[src/rtl/signed_integer_to_radix_text_assert.svh]
// Assertion macros shared by the radix text converter RTL.
// Each macro expands to one labeled concurrent assertion; no other dependencies.
`ifndef SIGNED_INTEGER_TO_RADIX_TEXT_ASSERT_SVH
`define SIGNED_INTEGER_TO_RADIX_TEXT_ASSERT_SVH

// Same-cycle implication, checked outside reset
`define SITRT_ASSERT_IMP(lbl, clk, rst_n, ante, cons, msg) \
  lbl: assert property (@(posedge clk) disable iff (!rst_n) (ante) |-> (cons)) \
    else $error(msg);

// Next-cycle implication, checked outside reset
`define SITRT_ASSERT_NXT(lbl, clk, rst_n, ante, cons, msg) \
  lbl: assert property (@(posedge clk) disable iff (!rst_n) (ante) |=> (cons)) \
    else $error(msg);

`endif

[src/rtl/sitrt_pkg.sv]
// Shared types, constants and helpers for the radix text converter.
// Used by sitrt_ctrl, sitrt_dp and signed_integer_to_radix_text; no dependencies.
package sitrt_pkg;

  localparam int VALUE_BITS_DEF  = 32;
  localparam int DIGIT_SLOTS_DEF = 33;
  localparam int RADIX_W         = 6;
  localparam int CHAR_W          = 7;

  localparam logic [RADIX_W-1:0] RADIX_RESET = 6'd10;
  localparam logic [RADIX_W-1:0] RADIX_MIN   = 6'd2;
  localparam logic [RADIX_W-1:0] RADIX_MAX   = 6'd36;
  localparam logic [RADIX_W-1:0] DEC_DIGITS  = 6'd10;

  localparam logic [CHAR_W-1:0] CHAR_MINUS = 7'h2D;  // '-'
  localparam logic [CHAR_W-1:0] CHAR_ZERO  = 7'h30;  // '0'
  localparam logic [CHAR_W-1:0] CHAR_A     = 7'h41;  // 'A'

  typedef enum logic [2:0] {
    S_IDLE,
    S_DIV,
    S_PUSH,
    S_SIGN,
    S_POP_RD,
    S_POP_WAIT
  } state_t;

  // controller -> datapath
  typedef struct packed {
    logic load;        // capture value, magnitude and radix
    logic div_step;    // one restoring division step
    logic push_digit;  // push glyph of remainder, start next digit
    logic push_sign;   // push '-'
    logic pop_rd;      // read top of stack
    logic out_load;    // move read data into output register
  } cmd_t;

  // datapath -> controller
  typedef struct packed {
    logic div_done;    // current step is the last of this digit
    logic mag_zero;    // quotient is zero
    logic neg;         // value was negative
    logic rd_last;     // read data is the final character
    logic slot_free;   // output register can take an item
    logic fill_zero;   // stack is empty
  } status_t;

  // digit 0..35 to ASCII glyph
  function automatic logic [CHAR_W-1:0] glyph(input logic [RADIX_W-1:0] d);
    logic [CHAR_W-1:0] d_ext;
    d_ext = {1'b0, d};
    if (d < DEC_DIGITS) begin
      glyph = CHAR_ZERO + d_ext;
    end else begin
      glyph = CHAR_A + d_ext - {1'b0, DEC_DIGITS};
    end
  endfunction

endpackage

[src/rtl/signed_integer_to_radix_text.sv]
// Signed integer to radix text. Each input item is a two's complement integer;
// the block returns its text in the radix held in the cfg register (2..36,
// values outside saturate), one ASCII character per output item, most
// significant first, with a leading '-' for negatives and tlast on the final
// character. One item is handled at a time. Each digit comes from a bit-serial
// restoring division of the magnitude by the radix, followed by a stack push; a
// negative value then has its '-' pushed, and each character is read out of the
// stack memory's registered read port into the output register.
// A new item is taken while the last character still waits in the output register.
`include "signed_integer_to_radix_text_assert.svh"

module signed_integer_to_radix_text #(
  parameter int VALUE_BITS  = sitrt_pkg::VALUE_BITS_DEF,
  parameter int DIGIT_SLOTS = sitrt_pkg::DIGIT_SLOTS_DEF
) (
  input  logic                              clk,
  input  logic                              rst_n,
  // configuration
  input  logic                              cfg_wen,
  input  logic [sitrt_pkg::RADIX_W-1:0]     cfg_wdata,  // radix
  // input channel
  input  logic                              in_tvalid,
  output logic                              in_tready,
  input  logic [((VALUE_BITS+7)/8)*8-1:0]   in_tdata,   // value
  // result channel
  output logic                              out_tvalid,
  input  logic                              out_tready,
  output logic [7:0]                        out_tdata,  // text_char, zero pad
  output logic                              out_tlast   // last_char
);
  import sitrt_pkg::*;

  cmd_t              cmd;
  status_t           status;
  logic [CHAR_W-1:0] out_char;

  sitrt_ctrl u_ctrl (
    .clk       (clk),
    .rst_n     (rst_n),
    .in_tvalid (in_tvalid),
    .in_tready (in_tready),
    .status    (status),
    .cmd       (cmd)
  );

  sitrt_dp #(
    .VALUE_BITS  (VALUE_BITS),
    .DIGIT_SLOTS (DIGIT_SLOTS)
  ) u_dp (
    .clk       (clk),
    .rst_n     (rst_n),
    .cfg_wen   (cfg_wen),
    .cfg_wdata (cfg_wdata),
    .value     (in_tdata[VALUE_BITS-1:0]),
    .cmd       (cmd),
    .status    (status),
    .out_valid (out_tvalid),
    .out_ready (out_tready),
    .out_char  (out_char),
    .out_last  (out_tlast)
  );

  assign out_tdata = {1'b0, out_char};

  // checks
  `SITRT_ASSERT_NXT(a_busy_after_accept, clk, rst_n, in_tvalid && in_tready, !in_tready, "item accepted while converting")
  `SITRT_ASSERT_IMP(a_no_overwrite, clk, rst_n, cmd.out_load, !out_tvalid || out_tready, "pending item overwritten")
  `SITRT_ASSERT_IMP(a_pop_nonempty, clk, rst_n, cmd.pop_rd, !status.fill_zero, "pop from empty digit stack")

endmodule

[src/rtl/sitrt_ctrl.sv]
// Sequencer for the radix text converter: division loop, stack pushes, pops.
// Depends on sitrt_pkg for the state, command and status types.
module sitrt_ctrl (
  input  logic              clk,
  input  logic              rst_n,
  input  logic              in_tvalid,
  output logic              in_tready,
  input  sitrt_pkg::status_t status,
  output sitrt_pkg::cmd_t    cmd
);
  import sitrt_pkg::*;

  state_t state_r, state_nxt;

  // state register
  always_ff @(posedge clk) begin
    if (!rst_n) begin
      state_r <= S_IDLE;
    end else begin
      state_r <= state_nxt;
    end
  end

  // next state and commands
  always_comb begin
    state_nxt = state_r;
    cmd       = '0;
    in_tready = 1'b0;
    unique case (state_r)
      S_IDLE: begin
        in_tready = 1'b1;
        if (in_tvalid) begin
          cmd.load  = 1'b1;
          state_nxt = S_DIV;
        end
      end
      S_DIV: begin
        cmd.div_step = 1'b1;
        if (status.div_done) state_nxt = S_PUSH;
      end
      S_PUSH: begin
        cmd.push_digit = 1'b1;
        if (!status.mag_zero) begin
          state_nxt = S_DIV;
        end else if (status.neg) begin
          state_nxt = S_SIGN;
        end else begin
          state_nxt = S_POP_RD;
        end
      end
      S_SIGN: begin
        cmd.push_sign = 1'b1;
        state_nxt     = S_POP_RD;
      end
      S_POP_RD: begin
        cmd.pop_rd = 1'b1;
        state_nxt  = S_POP_WAIT;
      end
      S_POP_WAIT: begin
        if (status.slot_free) begin
          cmd.out_load = 1'b1;
          state_nxt    = status.rd_last ? S_IDLE : S_POP_RD;
        end
      end
      default: state_nxt = S_IDLE;
    endcase
  end

endmodule

[src/rtl/sitrt_dp.sv]
// Datapath of the radix text converter: radix register, bit-serial divider,
// digit stack memory and output register. Depends on sitrt_pkg.
module sitrt_dp #(
  parameter int VALUE_BITS  = sitrt_pkg::VALUE_BITS_DEF,
  parameter int DIGIT_SLOTS = sitrt_pkg::DIGIT_SLOTS_DEF
) (
  input  logic                            clk,
  input  logic                            rst_n,
  input  logic                            cfg_wen,
  input  logic [sitrt_pkg::RADIX_W-1:0]   cfg_wdata,
  input  logic [VALUE_BITS-1:0]           value,
  input  sitrt_pkg::cmd_t                 cmd,
  output sitrt_pkg::status_t              status,
  output logic                            out_valid,
  input  logic                            out_ready,
  output logic [sitrt_pkg::CHAR_W-1:0]    out_char,
  output logic                            out_last
);
  import sitrt_pkg::*;

  localparam int AW = $clog2(DIGIT_SLOTS);
  localparam int FW = $clog2(DIGIT_SLOTS + 1);
  localparam int CW = $clog2(VALUE_BITS);

  logic [RADIX_W-1:0]    radix_r;
  logic [RADIX_W-1:0]    radix_sat_r;
  logic [RADIX_W-1:0]    radix_sat;
  logic [VALUE_BITS-1:0] mag_r;
  logic [RADIX_W-1:0]    rem_r;
  logic [CW-1:0]         cnt_r;
  logic                  neg_r;
  logic [FW-1:0]         fill_r;
  logic [FW-1:0]         fill_dec;
  logic [CHAR_W-1:0]     stack_mem [DIGIT_SLOTS];
  logic [CHAR_W-1:0]     rd_data_r;
  logic                  rd_last_r;
  logic                  out_valid_r;
  logic [CHAR_W-1:0]     out_char_r;
  logic                  out_last_r;

  logic [RADIX_W:0]      rem_ext;
  logic [RADIX_W:0]      rdx_ext;
  logic [RADIX_W:0]      rem_diff;
  logic                  q_bit;
  logic                  push;
  logic                  room;
  logic [CHAR_W-1:0]     push_char;

  // radix register
  always_ff @(posedge clk) begin
    if (!rst_n) begin
      radix_r <= RADIX_RESET;
    end else if (cfg_wen) begin
      radix_r <= cfg_wdata;
    end
  end

  // out-of-range radix saturates to 2 or 36
  always_comb begin
    priority if (radix_r < RADIX_MIN) begin
      radix_sat = RADIX_MIN;
    end else if (radix_r > RADIX_MAX) begin
      radix_sat = RADIX_MAX;
    end else begin
      radix_sat = radix_r;
    end
  end

  // restoring division step: one quotient bit per cycle
  assign rem_ext  = {rem_r, mag_r[VALUE_BITS-1]};
  assign rdx_ext  = {1'b0, radix_sat_r};
  assign rem_diff = rem_ext - rdx_ext;
  assign q_bit    = (rem_ext >= rdx_ext);

  always_ff @(posedge clk) begin
    if (cmd.load) begin
      mag_r       <= value[VALUE_BITS-1] ? (~value + 1'b1) : value;
      neg_r       <= value[VALUE_BITS-1];
      radix_sat_r <= radix_sat;
      rem_r       <= '0;
    end else if (cmd.div_step) begin
      mag_r <= {mag_r[VALUE_BITS-2:0], q_bit};
      rem_r <= q_bit ? rem_diff[RADIX_W-1:0] : rem_ext[RADIX_W-1:0];
    end else if (cmd.push_digit) begin
      rem_r <= '0;
    end
  end

  // step counter within a digit
  always_ff @(posedge clk) begin
    if (!rst_n) begin
      cnt_r <= '0;
    end else if (cmd.load || cmd.push_digit) begin
      cnt_r <= '0;
    end else if (cmd.div_step) begin
      cnt_r <= cnt_r + 1'b1;
    end
  end

  // digit stack: push drops when full
  assign push      = cmd.push_digit || cmd.push_sign;
  assign room      = (fill_r < FW'(DIGIT_SLOTS));
  assign push_char = cmd.push_sign ? CHAR_MINUS : glyph(rem_r);
  assign fill_dec  = fill_r - 1'b1;

  always_ff @(posedge clk) begin
    if (!rst_n) begin
      fill_r <= '0;
    end else if (cmd.load) begin
      fill_r <= '0;
    end else if (push && room) begin
      fill_r <= fill_r + 1'b1;
    end else if (cmd.pop_rd) begin
      fill_r <= fill_dec;
    end
  end

  always_ff @(posedge clk) begin
    if (push && room) begin
      stack_mem[fill_r[AW-1:0]] <= push_char;
    end
  end

  always_ff @(posedge clk) begin
    if (cmd.pop_rd) begin
      rd_data_r <= stack_mem[fill_dec[AW-1:0]];
      rd_last_r <= (fill_dec == '0);
    end
  end

  // output register
  always_ff @(posedge clk) begin
    if (!rst_n) begin
      out_valid_r <= 1'b0;
    end else if (cmd.out_load) begin
      out_valid_r <= 1'b1;
    end else if (out_ready) begin
      out_valid_r <= 1'b0;
    end
  end

  always_ff @(posedge clk) begin
    if (cmd.out_load) begin
      out_char_r <= rd_data_r;
      out_last_r <= rd_last_r;
    end
  end

  assign out_valid = out_valid_r;
  assign out_char  = out_char_r;
  assign out_last  = out_last_r;

  assign status.div_done  = (cnt_r == CW'(VALUE_BITS - 1));
  assign status.mag_zero  = (mag_r == '0);
  assign status.neg       = neg_r;
  assign status.rd_last   = rd_last_r;
  assign status.slot_free = !out_valid_r || out_ready;
  assign status.fill_zero = (fill_r == '0);

endmodule

[config.mk]
export PLATFORM = sky130hd
export DESIGN_NAME = signed_integer_to_radix_text
export DESIGN_NICKNAME = d
export VERILOG_FILES = /design/src/rtl/sitrt_pkg.sv /design/src/rtl/signed_integer_to_radix_text.sv /design/src/rtl/sitrt_ctrl.sv /design/src/rtl/sitrt_dp.sv
export VERILOG_INCLUDE_DIRS = /design/src /design/src/rtl
export SDC_FILE = /design/constraint.sdc
export NUM_CORES = 1
export LEC_CHECK = 0
export BUFFER_PORTS_ARGS = -buffer_cell sky130_fd_sc_hd__buf_2
export CELL_PAD_IN_SITES_DETAIL_PLACEMENT = 2
export CELL_PAD_IN_SITES_GLOBAL_PLACEMENT = 2
export CORE_AREA = 2 2 170 172
export DETAILED_ROUTE_END_ITERATION = 8
export DIE_AREA = 0 0 172 174
export PLACE_DENSITY_LB_ADDON = 0.1
export SYNTH_ARGS = -nofsm -noshare
export SYNTH_HDL_FRONTEND = slang
export SYNTH_SLANG_ARGS = --single-unit
[constraint.sdc]
create_clock -name clk -period 7.6 [get_ports clk]
set_clock_uncertainty 0.2 [all_clocks]
set_input_delay 2.28 -clock clk [delete_from_list [all_inputs] [get_ports clk]]
set_output_delay 2.28 -clock clk [all_outputs]
set_load 0.02 [all_outputs]
==> impl_metrics.json <==
{
  "synth.distinct_cells": 61,
  "worst_r2r_path_depth": 7,
  "whs_endpoint": "u_dp.out_char[2]",
  "fp.coreArea_sq_mm": 0.0282,
  "diodes": 0,
  "wl_per_cell_um": 27.6,
  "synth-seq-area-share_pct": 67.0,
  "gp_congestion": 0.798,
  "rows": 62,
  "synth_edf_count": 286,
  "tns_ns": 0,
  "vias_per_cell": 6.00,
  "dp_slack_ns": 2.50,
  "hold_start": "u_dp.rd_data_r[2]",
  "crit_type": "in2reg",
  "rrSetupSlack_ns": 3.62,
  "slew_headroom_pct": 7.65,
  "multi_input_area_sq_mm": 0.00427,
  "cellPowerDensity_mw_per_mm2": 345,
  "rsz0062_at_grt": "no",
  "switchingPower_w": 0.00164,
  "synth_area_leaders": "edfxtp_1 (63%), mux4_2 (12%), dfxtp_1 (4.0%), xor2_1 (2.1%), nor2_1 (2.0%)",
  "design_area_sq_mm": 0.0154,
  "cts_sinks": 313,
  "cts_setup_buffers": 0,
  "r2r-end": "u_dp.rd_data_r[3]",
  "io_buffers": 52,
  "fin_ws_ns": 3.03,
  "tightestPinTransition_ns": 1.38,
  "hold_violations": 0,
  "drt-pass1-iter-count": 4,
  "yosysTopAreaCell": "edfxtp_1",
  "p_leak_nw": 5.11,
  "crit_family": "simple AND/OR/NAND/NOR gates",
  "ir_drop_mv": 0.253,
  "cts_max_level": 2,
  "arrival_ns": 4.58,
  "die_h_um": 174,
  "critPathMaxStageDelay_ns": 0.56,
  "p_sw_share_pct": 31.0,
  "antenna_found_initial": 0,
  "hold-path-cell-count": 0,
  "first_iter_violations": 593,
  "worstSetupStartpointType": "input port",
  "grt_pass1_wl_um": 56700,
  "path_common_cell": "o21ai_0",
  "clock_latency_ns": 0.54,
  "die_area_sq_mm": 0.0299,
  "io_pins": 54,
  "grt_pass1_vias": 9019,
  "track_usage_pct": 25.7,
  "grt-ovfl-total": 0,
  "regArea_sq_mm": 0.00913,
  "setup_viol_count_final": 0,
  "p_comb_share_pct": 22.3,
  "grt_start_max_net_pins": 65,
  "syn_inst": 885,
  "syn_area_sq_mm": 0.0136,
  "final_max_slew_viol_count": 0,
  "via_count": 8053,
  "outcome": "complete, no violations",
  "root_buffer": "clkbuf_16",
  "maxCapViolations": 0,
  "sequentialPowerShare_pct": 46.7,
  "nFillCells": 2604,
  "synth_top_area_share_pct": 63.1,
  "crit_required_ns": 7.61,
  "cts.path.max_buffers": 3,
  "power.internal_w": 0.00366,
  "clk_pin_slew_ns": 0.06,
  "cp_max_fo": 4,
  "mostFrequentLayoutCell": "edfxtp_1",
  "fmax_mhz": 219,
  "avgSynthCellArea_sq_um": 15.4,
  "ys_seq_elements": 313,
  "place_area_sq_mm": 0.0143,
  "detail_route.wirelength_um": 37000,
  "die_w_um": 172,
  "yosysWarnings": 0,
  "startpoint": "in_tdata[0]",
  "syn_to_final_growth_pct": 12.8,
  "final_cell_mix": "edfxtp_1 (286), nor2_1 (72), mux4_2 (70)",
  "crit_chain": "buf_2 -> inv_1 -> ha_1 -> or3b_1 -> or4_4 -> or3_4 -> o21ai_0 -> xor2_1 -> o21ai_0",
  "start_util_pct": 48.2,
  "cts_resized": 0,
  "ys.flop_type": "edfxtp_1",
  "numCtsBuffers": 34,
  "drc": 0,
  "final_layout_size_suffix_gt1_share_pct": 20.9,
  "syn_nets": 943,
  "critical-path-slowest-cell": "or4_4",
  "hold_class": "reg2reg",
  "p_clk_share_pct": 31.0,
  "synthArstFlopShare_pct": 0,
  "final_nets": 994,
  "cp-end-kind": "register",
  "cts_hold_buf": 0,
  "period_share_pct": 60.1,
  "r2r_start": "u_dp.fill_r[0]",
  "dpl.hpwl_um": 24400,
  "worst-path-buf-inv": 2,
  "cts_tree": "done",
  "post-route-min-period_ns": 4.57,
  "drtAntennaViolNets": 0
}
[through the flow]
stage / util (%) / cells / total power [W] / hold slack (ns)
2_1_floorplan: - / 885 / 0.00318 / 0.200
3_3_place_gp: 50.6 / 1284 / 0.00354 / 0.201
3_5_place_dp: 50.6 / 1284 / 0.00369 / 0.205
4_1_cts: 54.4 / 1342 / 0.00535 / 0.222
5_1_grt: 54.4 / 1342 / 0.00552 / 0.228
6_report: 54.4 / 1342 / 0.00530 / 0.220
[worst max path at each step]
stage / end / slack [ns] / cells after the start
3_3_place_gp: u_dp.mag_r[22] / 2.69 / 9
6_report: u_dp.mag_r[18] / 3.03 / 9
3_5_place_dp: u_dp.mag_r[18] / 2.50 / 9
5_1_grt: u_dp.mag_r[18] / 2.88 / 9
2_1_floorplan: u_dp.mag_r[22] / 2.97 / 8
4_1_cts: u_dp.mag_r[18] / 3.04 / 9
[cells in the mapped netlist (4+ instances only)]
cell type	number
edfxtp_1	286
nor2_1	72
mux4_2	70
nand2_1	70
o21ai_0	52
xor2_1	32
clkbuf_1	28
a21oi_1	27
dfxtp_1	27
inv_1	22
mux2i_1	16
buf_1	14
ha_1	14
nand3_1	14
nor4_1	13
nor3_1	12
o31ai_1	11
nand2b_1	8
xnor2_1	8
nor2b_1	7
o21a_1	5
o41ai_1	5
and2_1	4
nand4_1	4
or3_1	4
or4_1	4
[power groups by stage]
stage / clock, W / combinational, W / sequential, W
6_report: 0.00165 / 0.00118 / 0.00248
5_1_grt: 0.00172 / 0.00130 / 0.00250
4_1_cts: 0.00167 / 0.00120 / 0.00248
3_5_place_dp: 0 / 0.00118 / 0.00251
3_3_place_gp: 0 / 0.00105 / 0.00250
2_1_floorplan: 0 / 0.000738 / 0.00244
[metal layers]
layer  wire length (um)  vias up  GRT usage, %
li1                   -     3546             -
met1              15300     4255          33.4
met2              19500      188          45.3
met3               1230       64          3.05
met4                967        0          7.91
met5                  0        -             0
[layout make-up]
class                   count  share of cell area [%]
repair buffers             60                    2.08
well taps                 384                    3.13
flip-flops and latches    313                    59.4
clock inverters            16                    1.16
multi-input cells         505                    27.8
clock buffers              42                    5.87
inverters                  22                   0.537
[worst register-to-register path, stage by stage (launching register included)]
cell     delay [ns]
dfxtp_4        0.56
inv_1          0.20
ha_2           0.87
buf_4          0.53
mux4_2         0.47
mux4_2         0.53
mux2i_1        0.19
a21oi_1        0.12
[flip-flops by register name (all words and copies together), names as in the netlist, 3 cells and up]
name              count
u_dp.rem_r            6
u_dp.rd_data_r        7
u_dp.stack_mem      231
u_ctrl.state_r        3
u_dp.radix_sat_r      6
u_dp.radix_r          6
u_dp.cnt_r            5
u_dp.out_char         7
u_dp.fill_r           6
u_dp.mag_r           32
[kinds of logic (layout without fill, tap and decap cells)]
kind of cell / after synthesis / count (layout) / share of synthesized area (%)
compound gates: 129 / 129 / 5.96
xor+xnor: 40 / 40 / 2.57
fa+ha+maj: 15 / 15 / 1.43
buf+inv: 67 / 140 / 1.91
flops: 313 / 313 / 67.0
mux: 87 / 87 / 12.8
other cells: 1 / 1 / 0.0275
simple gates: 233 / 233 / 8.22
Note: power is estimated with default switching activity, not from simulation.
